===== src/swrl_pkg.sv =====
// Shared types and constants for the sliding-window rate limiter.
`default_nettype none

package swrl_pkg;

  localparam int unsigned TIME_W     = 32;
  localparam int unsigned WIN_W      = 16;
  localparam int unsigned LIM_W      = 5;
  localparam int unsigned LIVE_W     = 5;
  localparam int unsigned FLOW_IN_W  = 8;
  localparam int unsigned ROUTE_IN_W = 2;
  localparam int unsigned NUM_ROUTES = 4;
  localparam int unsigned CFG_IDX_W  = 3;
  localparam int unsigned CFG_DATA_W = 16;

  localparam logic [WIN_W-1:0] WIN_RESET = WIN_W'(60);
  localparam logic [LIM_W-1:0] LIM_RESET = LIM_W'(10);

  // low bit of the register index picks the field of a route pair
  localparam logic CFG_FIELD_WINDOW = 1'b0;
  localparam logic CFG_FIELD_LIMIT  = 1'b1;

  typedef struct packed {
    logic [WIN_W-1:0] window;
    logic [LIM_W-1:0] limit;
  } route_cfg_t;

  typedef enum logic [4:0] {
    S_CLEAR  = 5'b00001,
    S_IDLE   = 5'b00010,
    S_META   = 5'b00100,
    S_SCAN   = 5'b01000,
    S_DECIDE = 5'b10000
  } state_e;

endpackage

`default_nettype wire


===== src/swrl_cfg_regs.sv =====
// Route window and limit registers with route selection.
`default_nettype none

module swrl_cfg_regs
  import swrl_pkg::*;
(
  input  wire logic                  clk_i,
  input  wire logic                  rst_ni,
  input  wire logic                  cfg_we_i,
  input  wire logic [CFG_IDX_W-1:0]  cfg_idx_i,
  input  wire logic [CFG_DATA_W-1:0] cfg_data_i,
  input  wire logic [ROUTE_IN_W-1:0] route_i,
  output route_cfg_t                 route_cfg_o
);

  logic [WIN_W-1:0] win_q [NUM_ROUTES];
  logic [LIM_W-1:0] lim_q [NUM_ROUTES];
  logic [ROUTE_IN_W-1:0] wr_route;

  assign wr_route = cfg_idx_i[CFG_IDX_W-1:1];

  always_ff @(posedge clk_i or negedge rst_ni) begin
    if (!rst_ni) begin
      for (int r = 0; r < NUM_ROUTES; r++) begin
        win_q[r] <= WIN_RESET;
        lim_q[r] <= LIM_RESET;
      end
    end else if (cfg_we_i) begin
      case (cfg_idx_i[0])
        CFG_FIELD_WINDOW: win_q[wr_route] <= cfg_data_i[WIN_W-1:0];
        CFG_FIELD_LIMIT:  lim_q[wr_route] <= cfg_data_i[LIM_W-1:0];
        default: ;
      endcase
    end
  end

  assign route_cfg_o.window = win_q[route_i];
  assign route_cfg_o.limit  = lim_q[route_i];

endmodule

`default_nettype wire


===== config.mk =====
export PLATFORM = sky130hd
export DESIGN_NAME = swrl_cfg_regs
export DESIGN_NICKNAME = d
export VERILOG_FILES = /design/src/swrl_pkg.sv /design/src/swrl_cfg_regs.sv
export SDC_FILE = /design/constraint.sdc
export NUM_CORES = 1
export LEC_CHECK = 0
export ABC_CLOCK_PERIOD_IN_PS = 2700
export BUFFER_PORTS_ARGS = -buffer_cell sky130_fd_sc_hd__buf_4
export CAP_MARGIN = 20
export CORE_ASPECT_RATIO = 0.6
export CORE_MARGIN = 2
export CORE_UTILIZATION = 50
export DETAILED_ROUTE_END_ITERATION = 7
export PLACE_DENSITY = 0.72
export SYNTH_ARGS = -nofsm -noshare
export SYNTH_HDL_FRONTEND = slang
export SYNTH_SLANG_ARGS = --single-unit

===== constraint.sdc =====
create_clock -name clk_i -period 2.7 [get_ports clk_i]
set_input_delay 0.405 -clock clk_i [delete_from_list [all_inputs] [get_ports clk_i]]
set_output_delay 0.405 -clock clk_i [all_outputs]
set_load 0.05 [all_outputs]

* Word-level counts from Yosys, hierarchy flattened
Index checks and enable logic that the tools add are counted.
** Word-level totals
- Flip-flop bits (word level) :: 84
- Input port bits :: 24
- Output and inout port bits :: 21
- Word-level logic and storage cells :: 29
** Cells by class
- Order comparisons :: 3
- Mux-type cells :: 12
- Bitwise logic cells :: 3
- Reductions and logical operators :: 3
** Operators by type and width (number)
- bitwise mux 64 bit :: 1
- two-way mux 16 bit :: 3
- binary-select mux 16 bit (select 2 bit) :: 1
- demux 16 bit (select 2 bit) :: 1
- bitwise mux 20 bit :: 1
- two-way mux 5 bit :: 3
- binary-select mux 5 bit (select 2 bit) :: 1
- demux 5 bit (select 2 bit) :: 1
- greater-or-equal comparator 3 bit (second input constant) :: 2
- NOT 2 -> 3 bit :: 2
- AND reduction 2 bit :: 2
- < comparator 3 x 1 -> 1 bit (second input constant) :: 1
- logical AND 1 bit :: 1
- NOT 1 bit :: 1

* Depth between registers and ports, before layout
Gate-level depths: netlist (run 1).
- Word-level depth :: 6
- Depth in mapped cells :: 5
- Mapped depth without buffers :: 2

* Worst setup path before layout (run 1)
No wires, ideal clock.
- Path type :: in2out
- Start :: input route_i[0]
- End :: output route_cfg_o[0] (netlist bit)
- Data arrival time :: 1.371 ns
- Path slack :: 0.924 ns
- Stages on the path :: 2
- Cells stage by stage :: buf_2 mux4_2
** RTL lines
- from (decl) :: RTL line swrl_cfg_regs.sv:12 : input wire logic [ROUTE_IN_W-1:0] route_i,
- to (decl) :: RTL line swrl_cfg_regs.sv:13 : output route_cfg_t route_cfg_o

==> results.json, run 1 <==
{
  "whs_ps": 37.9,
  "place_hpwl_um": 4600,
  "syn_nets": 235,
  "synthAdderAreaFrac_pct": 0,
  "initial_core_util_pct": 51.9,
  "rsz0062_at_grt": "false",
  "num_rows": 24,
  "syn2layout_area_growth_pct": 17.6,
  "finalNetCount": 278,
  "postRouteAntennaNets": 0,
  "cts_hold_buf": 0,
  "max_clock_freq_mhz": 506,
  "synthTopCellsByArea": "dfrtp_1 (39%), mux2_2 (20%), dfstp_2 (17%)",
  "min_period_over_period_pct": 73.2,
  "clk_latency_ps": 330,
  "hp-class": "in2async",
  "postCtsSetupBuffers": 0,
  "max_slew_margin_pct": 62.2,
  "synthArstFlopShare_pct": 100,
  "fin_area_sq_um": 4470,
  "critical_path_arrival_ps": 1570,
  "die_area_sq_um": 8340,
  "place_area_sq_um": 4190,
  "met2_usage_pct": 28.2,
  "cp-end-kind": "output port",
  "synth_top_area_cell": "dfrtp_1",
  "p_leak_nw": 1.89,
  "viasPerCell": 5.58,
  "r2r_cells": 1,
  "clkTransAtPathRegs_ps": 60,
  "finalMaxSlewViolations": 0,
  "core_area_sq_um": 7330,
  "status": "complete, no violations",
  "critical_path_class": "in2out",
  "yosys-top-cells-count": "mux2_2 (66), dfrtp_1 (60), dfstp_2 (24)",
  "reg2reg_to": "win_q[23]$_DFFE_PN0P_",
  "r2r-start": "win_q[23]$_DFFE_PN0P_",
  "finalNonFillerCells": 363,
  "period_minus_slack_ps": 1980,
  "met1_usage_pct": 27.7,
  "drt_iter0_drc": 74,
  "cts_buffers": 9,
  "postSynthCellCount": 211,
  "cts_sinks": 84,
  "yosys_most_used_dff": "dfrtp_1",
  "top_usage_layer": "met2",
  "synth_seq_cells": 84,
  "synth_top_family_by_area": "multiplexers",
  "root_buffer": "clkbuf_16",
  "wirelength_um": 7160,
  "vias": 2024,
  "cp.required_ps": 2300,
  "rrSetupSlack_ps": 1920,
  "grt_max_degree": 47,
  "synth_top_area_share_pct": 39.5,
  "antenna_cells": 0,
  "drtPass1Iterations": 4,
  "finalHoldViolations": 0,
  "tightestPinTransition_ps": 568,
  "cts_tree": "yes",
  "setup_viol": 0,
  "synth-xor-area-share_pct": 0,
  "fp.dieH_um": 71.6,
  "drc_errors": 0,
  "grt_pass1_wl_um": 11600,
  "syn_area_per_cell_sq_um": 18.0,
  "power.density_nw_per_um2": 875,
  "synth_compound_area_share_pct": 0,
  "track_usage_pct": 19.2,
  "yosysSeqAreaShare_pct": 56.1,
  "grt_pass1_vias": 2210,
  "cts_buffer_depth": 2,
  "cts_resized": 0,
  "drv_cap": 0,
  "antenna_found_initial": 0,
  "peakVddDrop_mv": 0.353,
  "synth_area_sq_um": 3800,
  "port_buffers": 44,
  "die_w_um": 117,
  "yosysMostFrequentCell": "mux2_2",
  "crit_fanout": 21,
  "setup_tns_ps": 0,
  "drt-wirelength-per-cell_um": 19.7,
  "gp_congestion": 0.676,
  "ys_warn_count": 0,
  "drive_above_1_share_pct": 71.8,
  "use_met3_pct": 6.35,
  "startpoint_type": "input pin",
  "utilization_pct": 61.0,
  "dp.cells": 347,
  "grt_overflow": 0,
  "finClkSkew_ps": 0,
  "top_level_ports": 45,
  "ys_types": 16,
  "muxShareOfSynthArea_pct": 38.3,
  "synth_edf_count": 0,
  "synth-simple-area-share_pct": 2.86,
  "cts_max_level": 3
}
## registers in the layout, summed over array words and instances, names as in the netlist
signal / cells
win_q: 64
lim_q: 20
## final cells by class
class | instances | area (sq um)
clock buffers | 11 | 233
clock inverters | 5 | 52.6
fillers | 591 | 2860
multi-input cells | 113 | 1570
flip-flops and latches | 84 | 2130
well taps | 104 | 130
repair buffers | 46 | 358
## critical path: stages
cell	delay (ps)
buf_4	360
mux4_2	590
buf_4	210
## stage by stage
stage          total power, mW  setup slack [ps]
5_1_grt                   4.10               646
6_report                  3.91               724
3_5_place_dp              2.76               699
4_1_cts                   3.97               692
3_3_place_gp              2.74               705
2_1_floorplan             2.47               924
## worst max path at each step
stage / from / end / slack, ps / depth (start not counted)
finish: route_i[0] / route_cfg_o[11] / 720 / 3
global route: route_i[0] / route_cfg_o[14] / 650 / 3
CTS: route_i[0] / route_cfg_o[11] / 690 / 3
detailed placement: route_i[0] / route_cfg_o[11] / 700 / 3
global placement: route_i[0] / route_cfg_o[11] / 700 / 3
floorplan: route_i[0] / route_cfg_o[0] / 920 / 2
## logic make-up (layout without fill, tap and decap cells)
family        count (synthesis)  after routing
flops                        84             84
simple gates                  8              8
mux                         105            105
buf+inv                      14             62
## report_power, final
group | total (mW) | internal [mW] | switching (mW)
sequential | 1.73 | 1.59 | 0.141
combinational | 1.00 | 0.481 | 0.522
clock | 1.17 | 0.711 | 0.460
## metal layers
metal,part of all wire (%),up-vias,routed length (um)
li1,-,883,-
met1,48,1088,3450
met2,46,46,3280
met3,4.8,7,347
met4,1.1,0,82
met5,0,-,0
## cells in the final DEF, fill, tap and decap left out
cell / netlist / routed
and4bb_2: 3 / 3
buf_12: 0 / 1
buf_4: 1 / 45
bufinv_16: 0 / 1
clkbuf_1: 2 / 2
clkbuf_16: 0 / 9
clkinv_2: 0 / 3
clkinvlp_4: 0 / 1
dfrtp_1: 60 / 60
dfstp_2: 24 / 24
mux2_1: 8 / 8
mux2_2: 66 / 66
mux2_4: 10 / 10
mux4_2: 21 / 21
nand4_1: 1 / 1
nand4b_1: 2 / 2
nand4b_4: 1 / 1
nor4b_4: 1 / 1
Note: power is estimated with default switching activity, not from simulation.
==> run 2: changes to the inputs <==
--- a/config.mk
+++ b/config.mk
@@ -5,14 +5,14 @@
 export SDC_FILE = /design/constraint.sdc
 export NUM_CORES = 1
 export LEC_CHECK = 0
-export ABC_CLOCK_PERIOD_IN_PS = 2700
+export ABC_CLOCK_PERIOD_IN_PS = 1600
 export BUFFER_PORTS_ARGS = -buffer_cell sky130_fd_sc_hd__buf_4
 export CAP_MARGIN = 20
 export CORE_ASPECT_RATIO = 0.6
 export CORE_MARGIN = 2
 export CORE_UTILIZATION = 50
 export DETAILED_ROUTE_END_ITERATION = 7
-export PLACE_DENSITY = 0.72
+export PLACE_DENSITY = 0.75
 export SYNTH_ARGS = -nofsm -noshare
 export SYNTH_HDL_FRONTEND = slang
 export SYNTH_SLANG_ARGS = --single-unit
==> constraint.sdc (replaced) <==
create_clock -name clk_i -period 1.6 [get_ports clk_i]
set_input_delay 0.24 -clock clk_i [delete_from_list [all_inputs] [get_ports clk_i]]
set_output_delay 0.24 -clock clk_i [all_outputs]
set_load 0.05 [all_outputs]
==> results.json, run 2 (synthesis results as in run 1) <==
{
  "drt-wirelength-per-cell_um": 19.8,
  "setup_viol": 10,
  "cts_sinks": 84,
  "grt_max_degree": 34,
  "core_area_sq_um": 7330,
  "nFillCells": 546,
  "postCtsSetupBuffers": 0,
  "hp-class": "in2reg",
  "drt_iter0_drc": 100,
  "cp_cell_sequence": "mux4_2 > buf_6",
  "cts_buffer_depth": 2,
  "antenna_found_initial": 0,
  "drive_above_1_share_pct": 72.5,
  "track_usage_pct": 19.5,
  "max_flop_register": "win_q",
  "wirelength_um": 7300,
  "root_buffer": "clkbuf_16",
  "finalMaxSlewViolations": 0,
  "crit_fanout": 2,
  "cpMaxStageDelayCell": "mux4_2",
  "clk_latency_ps": 330,
  "postRouteAntennaNets": 0,
  "cp-end-kind": "output port",
  "r2r_cells": 1,
  "vias": 2054,
  "power.internal_mw": 4.81,
  "power_frac_comb_pct": 27.4,
  "die_w_um": 117,
  "grt_pass1_vias": 2165,
  "viasPerCell": 5.57,
  "port_buffers": 44,
  "critical_path_arrival_ps": 1400,
  "mostFrequentLayoutCell": "mux2_2",
  "gp_congestion": 0.678,
  "slowest_delay_ps": 500,
  "antenna_cells": 0,
  "seq_area_sq_um": 2130,
  "clkTransAtPathRegs_ps": 60,
  "finalNetCount": 284,
  "peakVddDrop_mv": 0.778,
  "num_rows": 24,
  "die_area_sq_um": 8340,
  "power.density_nw_per_um2": 1450,
  "clkPwrFrac_pct": 29.3,
  "whs_ps": 146,
  "tightestPinTransition_ps": 442,
  "grt_overflow": 0,
  "cp.required_ps": 1360,
  "cts_max_level": 3,
  "finClkSkew_ps": 0,
  "initial_core_util_pct": 51.9,
  "period_minus_slack_ps": 1640,
  "rsz0062_at_grt": "true",
  "startpoint_type": "flip-flop",
  "critical_path_class": "reg2out",
  "crit_cells": 2,
  "cts_tree": "yes",
  "min_path_cells": 2,
  "worst-path-buf-inv": 1,
  "drv_cap": 0,
  "max_clock_freq_mhz": 610,
  "top_level_ports": 45,
  "max_slew_margin_pct": 70.5,
  "seq_power_share_pct": 43.3,
  "mostFrequentLayoutCells": "mux2_2 (66), dfrtp_1 (60), buf_4 (24), dfstp_2 (24)",
  "status": "finished, violations left",
  "dp_slack_ps": 50.7,
  "power_mw": 6.76,
  "fp.dieH_um": 71.6,
  "setup_ws_ps": -40.4,
  "violations": "setup timing",
  "drtPass1Iterations": 4,
  "place_hpwl_um": 4730,
  "p_switching_mw": 1.95,
  "cts_buffers": 9,
  "sw_frac_of_total_pct": 28.8,
  "p_leak_nw": 1.97,
  "path_delay_family": "multiplexers",
  "top_regs": "win_q (64), lim_q (20)",
  "multi_input_area_sq_um": 1570,
  "syn2layout_area_growth_pct": 22.5,
  "drc_errors": 0,
  "grt_pass1_wl_um": 11800,
  "min_period_over_period_pct": 103,
  "finalHoldViolations": 0,
  "largest_reg_flops": 64
}
[run 2: cell count changes in the layout (fill, tap and decap cells not counted)]
cell / previous run / this run
buf_12: 1 / 6
buf_4: 45 / 24
buf_6: 0 / 21
clkbuf_1: 2 / 1
clkinv_2: 3 / 5
clkinvlp_4: 1 / 0
dlygate4sd3_1: 0 / 1
[run 2: final cells by class]
cell class	count	share of cell area, %
clock buffers	10	4.92
flip-flops and latches	84	45.8
repair buffers	52	11.7
multi-input cells	113	33.6
clock inverters	6	1.18
well taps	104	2.79
[run 2: metal layers]
| metal | GRT usage, % | share of wire (%) |
|---|---|---|
| met2 | 28.0 | 46 |
| met3 | 7.28 | 4.9 |
| met4 | 4.31 | 0.95 |
| met5 | 0 | 0 |
| met1 | 28.9 | 48 |
[run 2: metrics by stage]
| stage | TNS [ps] | util [%] | cell area, sq um | std cells |
|---|---|---|---|---|
| 5_1_grt | -730 | 63.6 | 4660 | 369 |
| 3_3_place_gp | 0 | 58.5 | 4290 | 352 |
| 6_report | -159 | 63.6 | 4660 | 369 |
| 2_1_floorplan | 0 | - | 3800 | 211 |
| 3_5_place_dp | 0 | 58.5 | 4290 | 352 |
| 4_1_cts | -382 | 63.6 | 4660 | 369 |
[run 2: power groups by stage]
stage | clock network, mW | logic [mW] | registers (mW)
2_1_floorplan | 0 | 1.30 | 2.86
3_3_place_gp | 0 | 1.70 | 2.93
3_5_place_dp | 0 | 1.74 | 2.95
4_1_cts | 2.03 | 1.87 | 2.92
5_1_grt | 2.14 | 1.94 | 2.98
6_report | 1.98 | 1.85 | 2.93
[run 2: repair_timing]
| item | CTS | global route |
|---|---|---|
| hold buffers | 1 | 0 |
| endpoints found under the setup margin | 21 | 20 |
| resized for setup | 21 | 0 |
| endpoints found under the hold margin | 14 | 0 |
[run 2: path summary, 6_finish.rpt]
path,slack (ps),endpoint,from
worst max-delay path,-40,route_cfg_o[8],win_q[51]$_DFFE_PN1P_
worst min-delay path,150,win_q[41]$_DFFE_PN0P_,cfg_data_i[9]
worst max register to register,810,win_q[46]$_DFFE_PN0P_,win_q[46]$_DFFE_PN0P_
worst min register to register,490,win_q[45]$_DFFE_PN0P_,win_q[45]$_DFFE_PN0P_
max in group asynchronous,610,lim_q[11]$_DFFE_PN1P_,rst_ni
min in group asynchronous,410,win_q[15]$_DFFE_PN0P_,rst_ni
